==> src/design/clma_pkg.sv <==
// Shared types and constants for the cluster label match accuracy block.
package clma_pkg;

    localparam int DEF_MAX_CLUSTERS = 16;
    localparam int DEF_COUNT_BITS   = 20;
    localparam int LABEL_W          = 4;
    localparam int CFG_W            = 5;
    localparam int OUT_W            = 20;

    localparam logic [CFG_W-1:0] CFG_RESET = 5'd2;
    localparam logic [OUT_W-1:0] OUT_MAX   = {OUT_W{1'b1}};

    // Values of the action flag carried on s_tuser.
    localparam logic ACT_ACCUMULATE = 1'b0;
    localparam logic ACT_FINISH     = 1'b1;

    typedef enum logic [2:0] {
        ST_CLEAR,
        ST_IDLE,
        ST_ACC_WR,
        ST_SCAN,
        ST_DRAIN,
        ST_COMMIT,
        ST_RUN_END,
        ST_REPORT
    } clma_state_t;

    // Sequencer commands to the matching unit.
    typedef struct packed {
        logic cmp_en;
        logic commit;
        logic run_end;
        logic clear;
    } clma_ctrl_t;

endpackage

==> src/design/clma_match_unit.sv <==
// Compare and accumulate unit shared by every step of the greedy matching.
module clma_match_unit
    import clma_pkg::*;
#(
    parameter int MAX_CLUSTERS = DEF_MAX_CLUSTERS,
    parameter int COUNT_BITS   = DEF_COUNT_BITS,
    localparam int IDX_W       = $clog2(MAX_CLUSTERS)
) (
    input  logic                  aclk,
    input  logic                  aresetn,
    input  clma_ctrl_t            ctrl,
    input  logic [IDX_W-1:0]      cmp_col,
    input  logic [COUNT_BITS-1:0] rd_data,
    output logic [COUNT_BITS-1:0] best_total
);

    logic [COUNT_BITS-1:0]   best_reg;
    logic [IDX_W-1:0]        pick_reg;
    logic [MAX_CLUSTERS-1:0] claimed_reg;
    logic [COUNT_BITS-1:0]   run_total_reg;
    logic [COUNT_BITS-1:0]   best_total_reg;
    logic [COUNT_BITS:0]     sum;
    logic [COUNT_BITS-1:0]   run_total_next;
    logic                    take;

    assign take = ctrl.cmp_en && !claimed_reg[cmp_col] && (rd_data > best_reg);
    assign sum  = {1'b0, run_total_reg} + {1'b0, best_reg};
    assign run_total_next = sum[COUNT_BITS] ? {COUNT_BITS{1'b1}} : sum[COUNT_BITS-1:0];

    always_ff @(posedge aclk) begin
        if (!aresetn || ctrl.clear) begin
            best_reg       <= '0;
            pick_reg       <= '0;
            claimed_reg    <= '0;
            run_total_reg  <= '0;
            best_total_reg <= '0;
        end else begin
            if (take) begin
                best_reg <= rd_data;
                pick_reg <= cmp_col;
            end
            if (ctrl.commit) begin
                // With no positive count left the pick stays at label 0.
                claimed_reg[pick_reg] <= 1'b1;
                run_total_reg         <= run_total_next;
                best_reg              <= '0;
                pick_reg              <= '0;
            end
            if (ctrl.run_end) begin
                if (run_total_reg > best_total_reg) begin
                    best_total_reg <= run_total_reg;
                end
                run_total_reg <= '0;
                claimed_reg   <= '0;
            end
        end
    end

    assign best_total = best_total_reg;

endmodule

==> config.mk <==
export PLATFORM = sky130hd
export DESIGN_NAME = clma_match_unit
export DESIGN_NICKNAME = d
export VERILOG_FILES = /design/src/design/clma_pkg.sv /design/src/design/clma_match_unit.sv
export SDC_FILE = /design/constraint.sdc
export NUM_CORES = 1
export LEC_CHECK = 0
export BUFFER_PORTS_ARGS = -buffer_cell sky130_fd_sc_hd__buf_4
export CAP_MARGIN = 25
export CORE_ASPECT_RATIO = 1.4
export CORE_MARGIN = 3
export CORE_UTILIZATION = 48
export DETAILED_ROUTE_END_ITERATION = 12
export PLACE_DENSITY = 0.66
export SLEW_MARGIN = 10
export SYNTH_ARGS = -nofsm -noshare
export SYNTH_HDL_FRONTEND = slang
export SYNTH_SLANG_ARGS = --single-unit
==> constraint.sdc <==
create_clock -name aclk -period 2.97 [get_ports aclk]
set_clock_uncertainty 0.1 [all_clocks]
set_input_delay 0.4455 -clock aclk [delete_from_list [all_inputs] [get_ports aclk]]
set_output_delay 0.4455 -clock aclk [all_outputs]
set_load 0.005 [all_outputs]
# Word-level counts from Yosys, hierarchy flattened
# Cells that the tools add are included.
# totals
ff_bits	80
input_bits	30
output_inout_bits	20
elab_cells	26
# classes
addsub	1
n_lt_le_gt_ge	5
mux	5
bitwise_logic	1
reduce_logical	9
# ops
op	n
> comparator 20 bit	2
adder 20 x 20 -> 21 bit	1
2-to-1 mux 20 bit	1
bitwise OR 16 bit	1
< comparator 4 x 5 -> 1 bit, second input constant	2
binary-select mux 1 bit (select 4 bit)	1
demux 1 bit (select 4 bit)	1
greater-or-equal comparator 4 x 1 -> 1 bit, second input constant	1
OR reduction 2 bit	2
logical AND 1 bit	3
logical NOT 1 bit	2
2-to-1 mux 1 bit	2
AND reduction 2 bit	1
logical OR 1 bit	1

# Depth between registers and ports, before layout
# Gate-level depths: netlist (run 1).
# depth
depth_word	5
depth_mapped	10
mapped_depth_nobuf	8

# Worst setup path after synthesis (run 1)
# OpenSTA, ideal clock, no wires.
# synth_path
path_kind	register to register
startpoint	reg best_reg[0]
endpoint	reg run_total_reg[17]
setup_time_ps	127
t_arrival_ps	2333
required_time_ps	2743
slack_ps	410
stages_incl_launch_ff	10
synth_period_minus_slack_ps	2560
path_cell_list	dfxtp_1 -> ha_1 -> fa_1 -> a21o_1 -> a221o_1 -> a21oi_1 -> a211o_1 -> buf_2 -> nor3_1 -> or3_1
# synth_between
elab_chain_len	2
# synth_rtl
element	line	text
from (decl)	clma_match_unit.sv:17	logic [COUNT_BITS-1:0] best_reg;
from (signal assigned)	clma_match_unit.sv:39	best_reg <= rd_data;
adder 20 x 20 -> 21 bit	clma_match_unit.sv:27	assign sum = {1'b0, run_total_reg} + {1'b0, best_reg};
2-to-1 mux 20 bit	clma_match_unit.sv:28	assign run_total_next = sum[COUNT_BITS] ? {COUNT_BITS{1'b1}} : sum[COUNT_BITS-1:0];
to (signal assigned)	clma_match_unit.sv:45	run_total_reg <= run_total_next;
to (decl)	clma_match_unit.sv:20	logic [COUNT_BITS-1:0] run_total_reg;
# No other way between the ends.
# A chain may end at the register's enable or synchronous reset.

# Final worst setup path (run 1)
# layout_path
startpoint	reg best_reg[0]
endpoint	reg run_total_reg[16]
# Same word-level chain as after synthesis.

==> results.yml, run 1 <==
run_status:
  outcome: "finished clean"
power:
  ir_drop_mv: 0.291
  power.total_uw: 2460
  p_leak_uw: 0.00267
  power_density_nw_per_um2: 379
setup_path:
  critPathKind: "reg -> reg"
  start_kind: "flip-flop"
  crit_path_max_fanout: 5
  critical_path_required_ps: 3100
  crit-reg2reg-launch: "best_reg[0]"
  cp.arrival_ps: 2820
  r2r_slack_ps: 280
  rr_endpoint: "run_total_reg[16]"
  end_kind: "flip-flop"
  r2r_cells: 9
timing:
  setup_viol_count_final: 0
  layout_setup_ws_ps: 283
  post-route-min-period_ps: 2690
  rsz0062_at_grt: "no"
  final.setup.tns_ps: 0
  worstMarginPinSlew_ps: 781
  hold_viol: 0
  relSlewSlack: 0.477
  min_period_over_period: 0.905
  maxSlewViolCount: 0
  max_freq_mhz: 372
final_layout:
  drive_above_1_share: 0.116
  fin_nets: 861
  final_core_util: 0.566
  area_growth_pct: 14.0
  n_antenna_cell: 0
  mostFrequentLayoutCells: "dfxtp_1 (80), a21oi_1 (78), o21ai_0 (62), ha_1 (60), buf_4 (60)"
  final_common_cell: "dfxtp_1"
cts:
  cts_resized: 0
  cts_tree: "built"
  cts-root-buf: "clkbuf_16"
  numCtsBuffers: 9
  cts_htree_levels: 3
  path_clk_slew_ps: 70
  clk_latency_ps: 350
  clkSinkCount: 80
  clk_path_buf_depth: 2
  post_cts_buffers: 0
  hold_buffers: 0
yosys:
  async_flop_share: 0
  synth_edf_count: 0
  yosysSeqAreaShare: 0.282
  synth_fp_nets: 831
  ys.flop_type: "dfxtp_1"
  yosysUniqueCellTypes: 58
  syn_area_per_cell_um2: 7.68
  syn_inst: 740
  synth_area_um2: 5680
  yosys_warnings: 0
  synth-seq-cells: 80
placement:
  port_buffers: 49
  dpl.hpwl_mm: 11.1
  pre_cts_ws_ps: 288
  routabilityCongestion: 0.870
grt:
  grt_pass1_vias: 5324
  grt_antenna_before_repair: 0
  grt_max_degree: 41
  grt_pass1_wl_mm: 24.7
  grtUsageTotal: 0.226
  overflow: 0
routing:
  drc: 0
  antenna_left: 0
  routed.top_layer: "met4"
  post_drt_via_cell_ratio: 6.02
  avgRoutedWirePerCell_um: 16.1
  route.met2.wl_mm: 7.36
  wl_mm: 14.8
  wl_met3_um: 545
  wl_met1_mm: 6.24
  drtIter0Drc: 293
  drtPass1Iterations: 5
  num_vias: 5531
min_path:
  worst_hold_path_type: "in -> reg"
  hp-start: "rd_data[0]"
  min_path_cells: 3
  hold_end: "best_reg[0]"
floorplanning:
  start_util: 0.496
  coreArea_um2: 11500
  die_area_um2: 13200
  io-pin-count: 50
  die_width_um: 98.0
  rows: 46
  fp.dieH_um: 135
job:
  maxCapViolCount: 0
report_power, final:
part | switching [uW] | internal [uW] | leakage, uW
clock network | 498 | 582 | 0.000135
registers | 7.54 | 1080 | 0.000645
logic | 182 | 110 | 0.00189
layer usage:
layer / up-vias / global-route usage
met1: 2598 / 0.267
met3: 36 / 0.0382
met5: - / 0
met4: 0 / 0.119
li1: 2769 / -
met2: 128 / 0.389
cell families (layout without fill, tap and decap cells):
| group | Yosys count | after routing | synth area share |
|---|---|---|---|
| buffers and inverters | 94 | 129 | 0.0689 |
| AO/OA/AOI/OAI | 233 | 233 | 0.246 |
| flip-flops | 80 | 80 | 0.282 |
| adder cells (fa/ha/maj) | 61 | 61 | 0.136 |
| multiplexers | 5 | 5 | 0.0196 |
| XOR/XNOR | 12 | 12 | 0.0185 |
| AND/OR/NAND/NOR | 255 | 255 | 0.229 |
cell type report:
type | instances | area, um2
clock buffers | 9 | 225
well taps | 144 | 180
fillers | 1083 | 4970
multi-input cells | 566 | 3700
inverters | 49 | 184
clock inverters | 7 | 61.3
repair buffers | 64 | 531
flip-flops and latches | 80 | 1600
Yosys cell counts, types with 2 or more instances:
| cell type | count | share of area |
|---|---|---|
| o21a_1 | 5 | 0.0066 |
| o2111ai_1 | 2 | 0.0031 |
| ha_1 | 60 | 0.13 |
| a21oi_1 | 78 | 0.069 |
| buf_1 | 2 | 0.0013 |
| a21o_1 | 10 | 0.013 |
| buf_8 | 2 | 0.0053 |
| nand2_1 | 46 | 0.030 |
| nor4_1 | 2 | 0.0022 |
| nand2b_1 | 6 | 0.0066 |
| inv_1 | 49 | 0.032 |
| nand4_1 | 12 | 0.013 |
| o21ai_1 | 22 | 0.019 |
| dfxtp_1 | 80 | 0.28 |
| xnor2_1 | 7 | 0.011 |
| and3_1 | 25 | 0.028 |
| mux4_1 | 3 | 0.014 |
| a21boi_1 | 24 | 0.032 |
| o21ai_0 | 62 | 0.055 |
| buf_2 | 7 | 0.0062 |
| nor2b_1 | 10 | 0.011 |
| a211o_1 | 3 | 0.0046 |
| a41oi_1 | 2 | 0.0031 |
| nor2_1 | 57 | 0.038 |
| a211oi_1 | 3 | 0.0040 |
| clkbuf_1 | 33 | 0.022 |
| nand3_1 | 53 | 0.047 |
| o211ai_1 | 2 | 0.0026 |
| or4_1 | 22 | 0.029 |
| nor3_1 | 10 | 0.0088 |
| xor2_1 | 5 | 0.0077 |
| a31oi_1 | 5 | 0.0055 |
| or3_1 | 5 | 0.0055 |
| a221oi_1 | 2 | 0.0031 |
worst max path at each step:
stage / start / to / slack, ps / depth (start not counted)
after floorplan: best_reg[0] / run_total_reg[17] / 410 / 9
after global placement: best_reg[0] / run_total_reg[16] / 360 / 9
after detailed placement: rd_data[18] / best_reg[12] / 290 / 9
after CTS: best_reg[0] / run_total_reg[16] / 290 / 9
after global routing: run_total_reg[3] / run_total_reg[17] / 140 / 8
final: best_reg[0] / run_total_reg[16] / 280 / 9
worst max-delay path, cell delays in order (launching register included):
cell and delay (ps):
dfxtp_1 330, ha_1 230, fa_1 410, a21o_1 220
a221o_1 350, a21oi_1 150, buf_4 160, or4b_1 430
o211ai_1 100, a21oi_1 80
metrics by stage:
step | std cells | cell area [um2] | hold WS [ps]
final | 919 | 6480 | 257
after global routing | 919 | 6480 | 264
after CTS | 919 | 6480 | 253
after detailed placement | 903 | 6190 | 355
after global placement | 903 | 6190 | 339
after floorplan | 740 | 5680 | 328
No activity file was read; power rests on OpenSTA's default activity.
==> inputs of run 2 (changes only) <==
Settings changed: CORE_UTILIZATION 48 to 45, PLACE_DENSITY 0.66 to default.
==> run 2 against run 1 <==
  * Cell area up 0.46%
  * First-iteration DRC count up 22%
  * Fmax up 0.55%
  * Die area up 6.3%
  * Largest cell class unchanged
==> results.yml, run 2 (synthesis results as in run 1) <==
run_status:
  outcome: "finished clean"
floorplanning:
  die_width_um: 101
  start_util: 0.469
  rows: 47
  die_area_um2: 14000
  io-pin-count: 50
  fp.dieH_um: 139
  coreArea_um2: 12100
cts:
  numCtsBuffers: 9
  cts-root-buf: "clkbuf_16"
  clk_path_buf_depth: 2
  post_cts_buffers: 0
  cts_tree: "built"
  clkSinkCount: 80
  path_clk_slew_ps: 70
  clk_latency_ps: 340
  cts_htree_levels: 3
  hold_buffers: 0
  cts_resized: 0
power:
  power_density_nw_per_um2: 388
  internal_power_uw: 1850
  p_leak_uw: 0.00269
  ir_drop_mv: 0.250
  pwr-share-seq: 0.430
  sw_frac_of_total: 0.267
  clockPowerShare: 0.455
  combPwrFrac: 0.115
  p_sw_uw: 675
grt:
  grt_max_degree: 41
  grt_pass1_wl_mm: 25.0
  overflow: 0
  grt_antenna_before_repair: 0
  grt_pass1_vias: 5266
  grtUsageTotal: 0.214
timing:
  post-route-min-period_ps: 2670
  rsz0062_at_grt: "no"
  worstMarginPinSlew_ps: 764
  maxSlewViolCount: 0
  relSlewSlack: 0.489
  hold_viol: 0
  final.setup.tns_ps: 0
  setup_viol_count_final: 0
  min_period_over_period: 0.900
  max_freq_mhz: 374
routing:
  antenna_left: 0
  drtIter0Drc: 356
  post_drt_via_cell_ratio: 5.94
  avgRoutedWirePerCell_um: 15.9
  num_vias: 5483
  wl_mm: 14.7
  drc: 0
  drtPass1Iterations: 5
final_layout:
  drive_above_1_share: 0.117
  mostFrequentLayoutCells: "dfxtp_1 (80), a21oi_1 (78), o21ai_0 (62), buf_4 (61), ha_1 (60)"
  fin_cells: 923
  area_growth_pct: 14.5
  final_common_cell: "dfxtp_1"
  fin_nets: 862
  n_antenna_cell: 0
  nFillCells: 1184
min_path:
  min_path_cells: 3
  worst_hold_path_type: "in -> reg"
  hold_end: "best_reg[16]"
  hp-start: "rd_data[16]"
placement:
  routabilityCongestion: 0.939
  dp.cells: 907
  dpl.hpwl_mm: 11.1
  port_buffers: 49
setup_path:
  critical_path_required_ps: 3100
  crit-reg2reg-launch: "best_reg[0]"
  crit_path_max_fanout: 5
  critPathKind: "reg -> reg"
  r2r_cells: 9
  cp.arrival_ps: 2800
  end_kind: "flip-flop"
  r2r_slack_ps: 300
  crit_start: "best_reg[0]"
  rr_endpoint: "run_total_reg[16]"
  start_kind: "flip-flop"
job:
  maxCapViolCount: 0
==> run 2: power by group through the flow <==
| stage | Sequential, uW | Combinational, uW | Clock (uW) |
|---|---|---|---|
| after floorplan | 1110 | 184 | 0 |
| after global placement | 1110 | 286 | 0 |
| after detailed placement | 1110 | 290 | 0 |
| after CTS | 1090 | 291 | 1180 |
| after global routing | 1090 | 321 | 1220 |
| final | 1090 | 290 | 1150 |
==> run 2: worst max-delay path, stage by stage, from the launching register on <==
cell	delay, ps
dfxtp_1	330
ha_1	230
fa_1	400
a21o_1	210
a221o_1	350
a21oi_1	140
buf_4	150
or4b_1	430
o211ai_1	110
a21oi_1	100
==> run 2: metrics by stage <==
step	cell area (um2)	hold slack (ps)	util	setup WS, ps	total power, uW
detailed placement	6200	358	0.512	300	1400
global route	6510	271	0.537	200	2630
finish	6510	265	0.537	298	2530
global placement	6200	341	0.512	354	1400
floorplan	5680	328	-	410	1290
CTS	6510	255	0.537	294	2560
==> run 2: how the worst max path moves through the flow <==
stage	endpoint	slack, ps	depth (start not counted)
after CTS	run_total_reg[16]	290	9
after detailed placement	best_reg[9]	300	9
final	run_total_reg[16]	300	9
after global routing	run_total_reg[16]	200	9
after floorplan	run_total_reg[17]	410	9
after global placement	run_total_reg[17]	350	9
==> run 2: metal layers <==
layer	part of all wire	global-route usage	vias up
li1	-	-	2758
met1	0.44	0.268	2571
met2	0.51	0.372	127
met3	0.034	0.0242	27
met4	0.022	0.0791	0
met5	0	0	-
==> run 2: layout make-up <==
class	instances	area (um2)	share of cell area
well taps	147	184	0.0283
clock inverters	7	80.1	0.0123
clock buffers	9	225	0.0346
multi-input cells	566	3700	0.568
inverters	49	184	0.0283
flip-flops and latches	80	1600	0.246
repair buffers	65	538	0.0826
==> inputs of run 3 (changes only) <==
==> constraint.sdc (replaced) <==
create_clock -name aclk -period 2.97 [get_ports aclk]
set_clock_uncertainty 0.1 [all_clocks]
set_input_delay 0.1485 -clock aclk [delete_from_list [all_inputs] [get_ports aclk]]
set_output_delay 0.1485 -clock aclk [all_outputs]
set_load 0.005 [all_outputs]
==> run 3 against run 2 <==
  * Die area unchanged
  * First-iteration DRC count increased by 3.1%
  * Cell count rose by 2.1%
  * Cell area grew 3.2%
  * Worst hold slack lost 250 ps
  * Global-route usage grew 0.41 points
  * Non-clock buffer count grew 19
  * Largest cell class unchanged
  * Largest power group unchanged
  * Highest routed layer unchanged
==> results.yml, run 3 (synthesis results as in run 1) <==
run_status:
  outcome: "finished clean"
cts:
  numCtsBuffers: 9
  cts-root-buf: "clkbuf_16"
  clk_latency_ps: 340
  clkSinkCount: 80
  clk_path_buf_depth: 2
  path_clk_slew_ps: 60
  cts_htree_levels: 3
  cts_tree: "built"
placement:
  dpl.hpwl_mm: 11.2
  pre_cts_ws_ps: 314
  port_buffers: 49
  place_area_um2: 6220
  routabilityCongestion: 0.866
timing:
  hold_viol: 0
  rsz0062_at_grt: "no"
  worst_hold_slack_ps: 12.1
  min_period_over_period: 0.915
  relSlewSlack: 0.486
  maxSlewViolCount: 0
  setup_viol_count_final: 0
  layout_setup_ws_ps: 253
  final.setup.tns_ps: 0
  worstMarginPinSlew_ps: 768
  post-route-min-period_ps: 2720
  max_freq_mhz: 368
floorplanning:
  die_width_um: 101
  io-pin-count: 50
  coreArea_um2: 12100
  die_area_um2: 14000
  fp.dieH_um: 139
  start_util: 0.469
  rows: 47
power:
  ir_drop_mv: 0.268
  p_leak_uw: 0.00278
  power_density_nw_per_um2: 384
final_layout:
  drive_above_1_share: 0.113
  mostFrequentLayoutCells: "dfxtp_1 (80), a21oi_1 (78), o21ai_0 (62), ha_1 (60), buf_4 (60)"
  n_antenna_cell: 0
  fin_nets: 881
  area_growth_pct: 18.2
  final_core_util: 0.555
  final_common_cell: "dfxtp_1"
  finish.instance_area_um2: 6720
routing:
  wl_mm: 15.0
  drtPass1Iterations: 5
  drtIter0Drc: 367
  num_vias: 5591
  wl_met1_mm: 6.56
  antenna_left: 0
  route.met2.wl_mm: 7.57
  routed.top_layer: "met4"
  avgRoutedWirePerCell_um: 15.9
  wl_met3_um: 471
  drc: 0
  post_drt_via_cell_ratio: 5.94
min_path:
  worst_hold_path_type: "in -> reg"
setup_path:
  critical_path_required_ps: 3080
  critPathKind: "in -> reg"
  r2r_slack_ps: 300
  crit_path_max_fanout: 17
  start_kind: "input port"
  end_kind: "flip-flop"
  cp.arrival_ps: 2830
grt:
  grt_antenna_before_repair: 0
  grt_pass1_wl_mm: 25.5
  overflow: 0
  grtUsageTotal: 0.218
  grt_pass1_vias: 5416
  grt_max_degree: 41
job:
  maxCapViolCount: 0
-- run 3: worst max-delay path, stage by stage --
cell and delay [ps]:
dlygate4sd3_1 550, buf_4 140, ha_1 310, nand4_1 190
or4_4 620, a21o_1 220, o2111a_1 160, buf_4 200
o21ai_0 190, a21boi_1 100
-- run 3: layer usage --
metal  up-vias  global-route usage
li1       2797                   -
met1      2625               0.269
met2       135               0.374
met3        34              0.0327
met4         0              0.0889
met5         -                   0
-- run 3: stage by stage --
step,total power (uW),cells
after floorplan,1290,740
after global placement,1400,907
after detailed placement,1410,907
after CTS,2610,942
after global routing,2690,942
final,2580,942
-- run 3: path summary, 6_finish.rpt --
check,from,to,cells past startpoint
setup / recovery,rd_data[18],best_reg[12],10
hold / removal,cmp_col[1],pick_reg[1],3
setup reg to reg,best_reg[0],run_total_reg[17],9
hold reg to reg,claimed_reg[12],claimed_reg[12],2
-- run 3: final cells by class --
cell class,count,area [um2]
Clock buffer,10,229
Clock inverter,6,83.8
Fill cell,1139,5390
Inverter,49,184
Multi-Input combinational cell,566,3700
Sequential cell,80,1600
Tap cell,147,184
Timing Repair Buffer,84,741
-- run 3: timing repair --
action | in CTS | in global routing
buffers inserted | 0 | 0
hold endpoints to repair | 19 | 0
hold buffers | 19 | 0
gates resized for setup | 0 | 0
-- run 3: report_power, final --
group | internal [uW] | total (uW) | switching [uW]
Combinational | 131 | 318 | 187
Sequential | 1080 | 1090 | 7.44
Clock | 734 | 1180 | 444
Total | 1940 | 2580 | 639
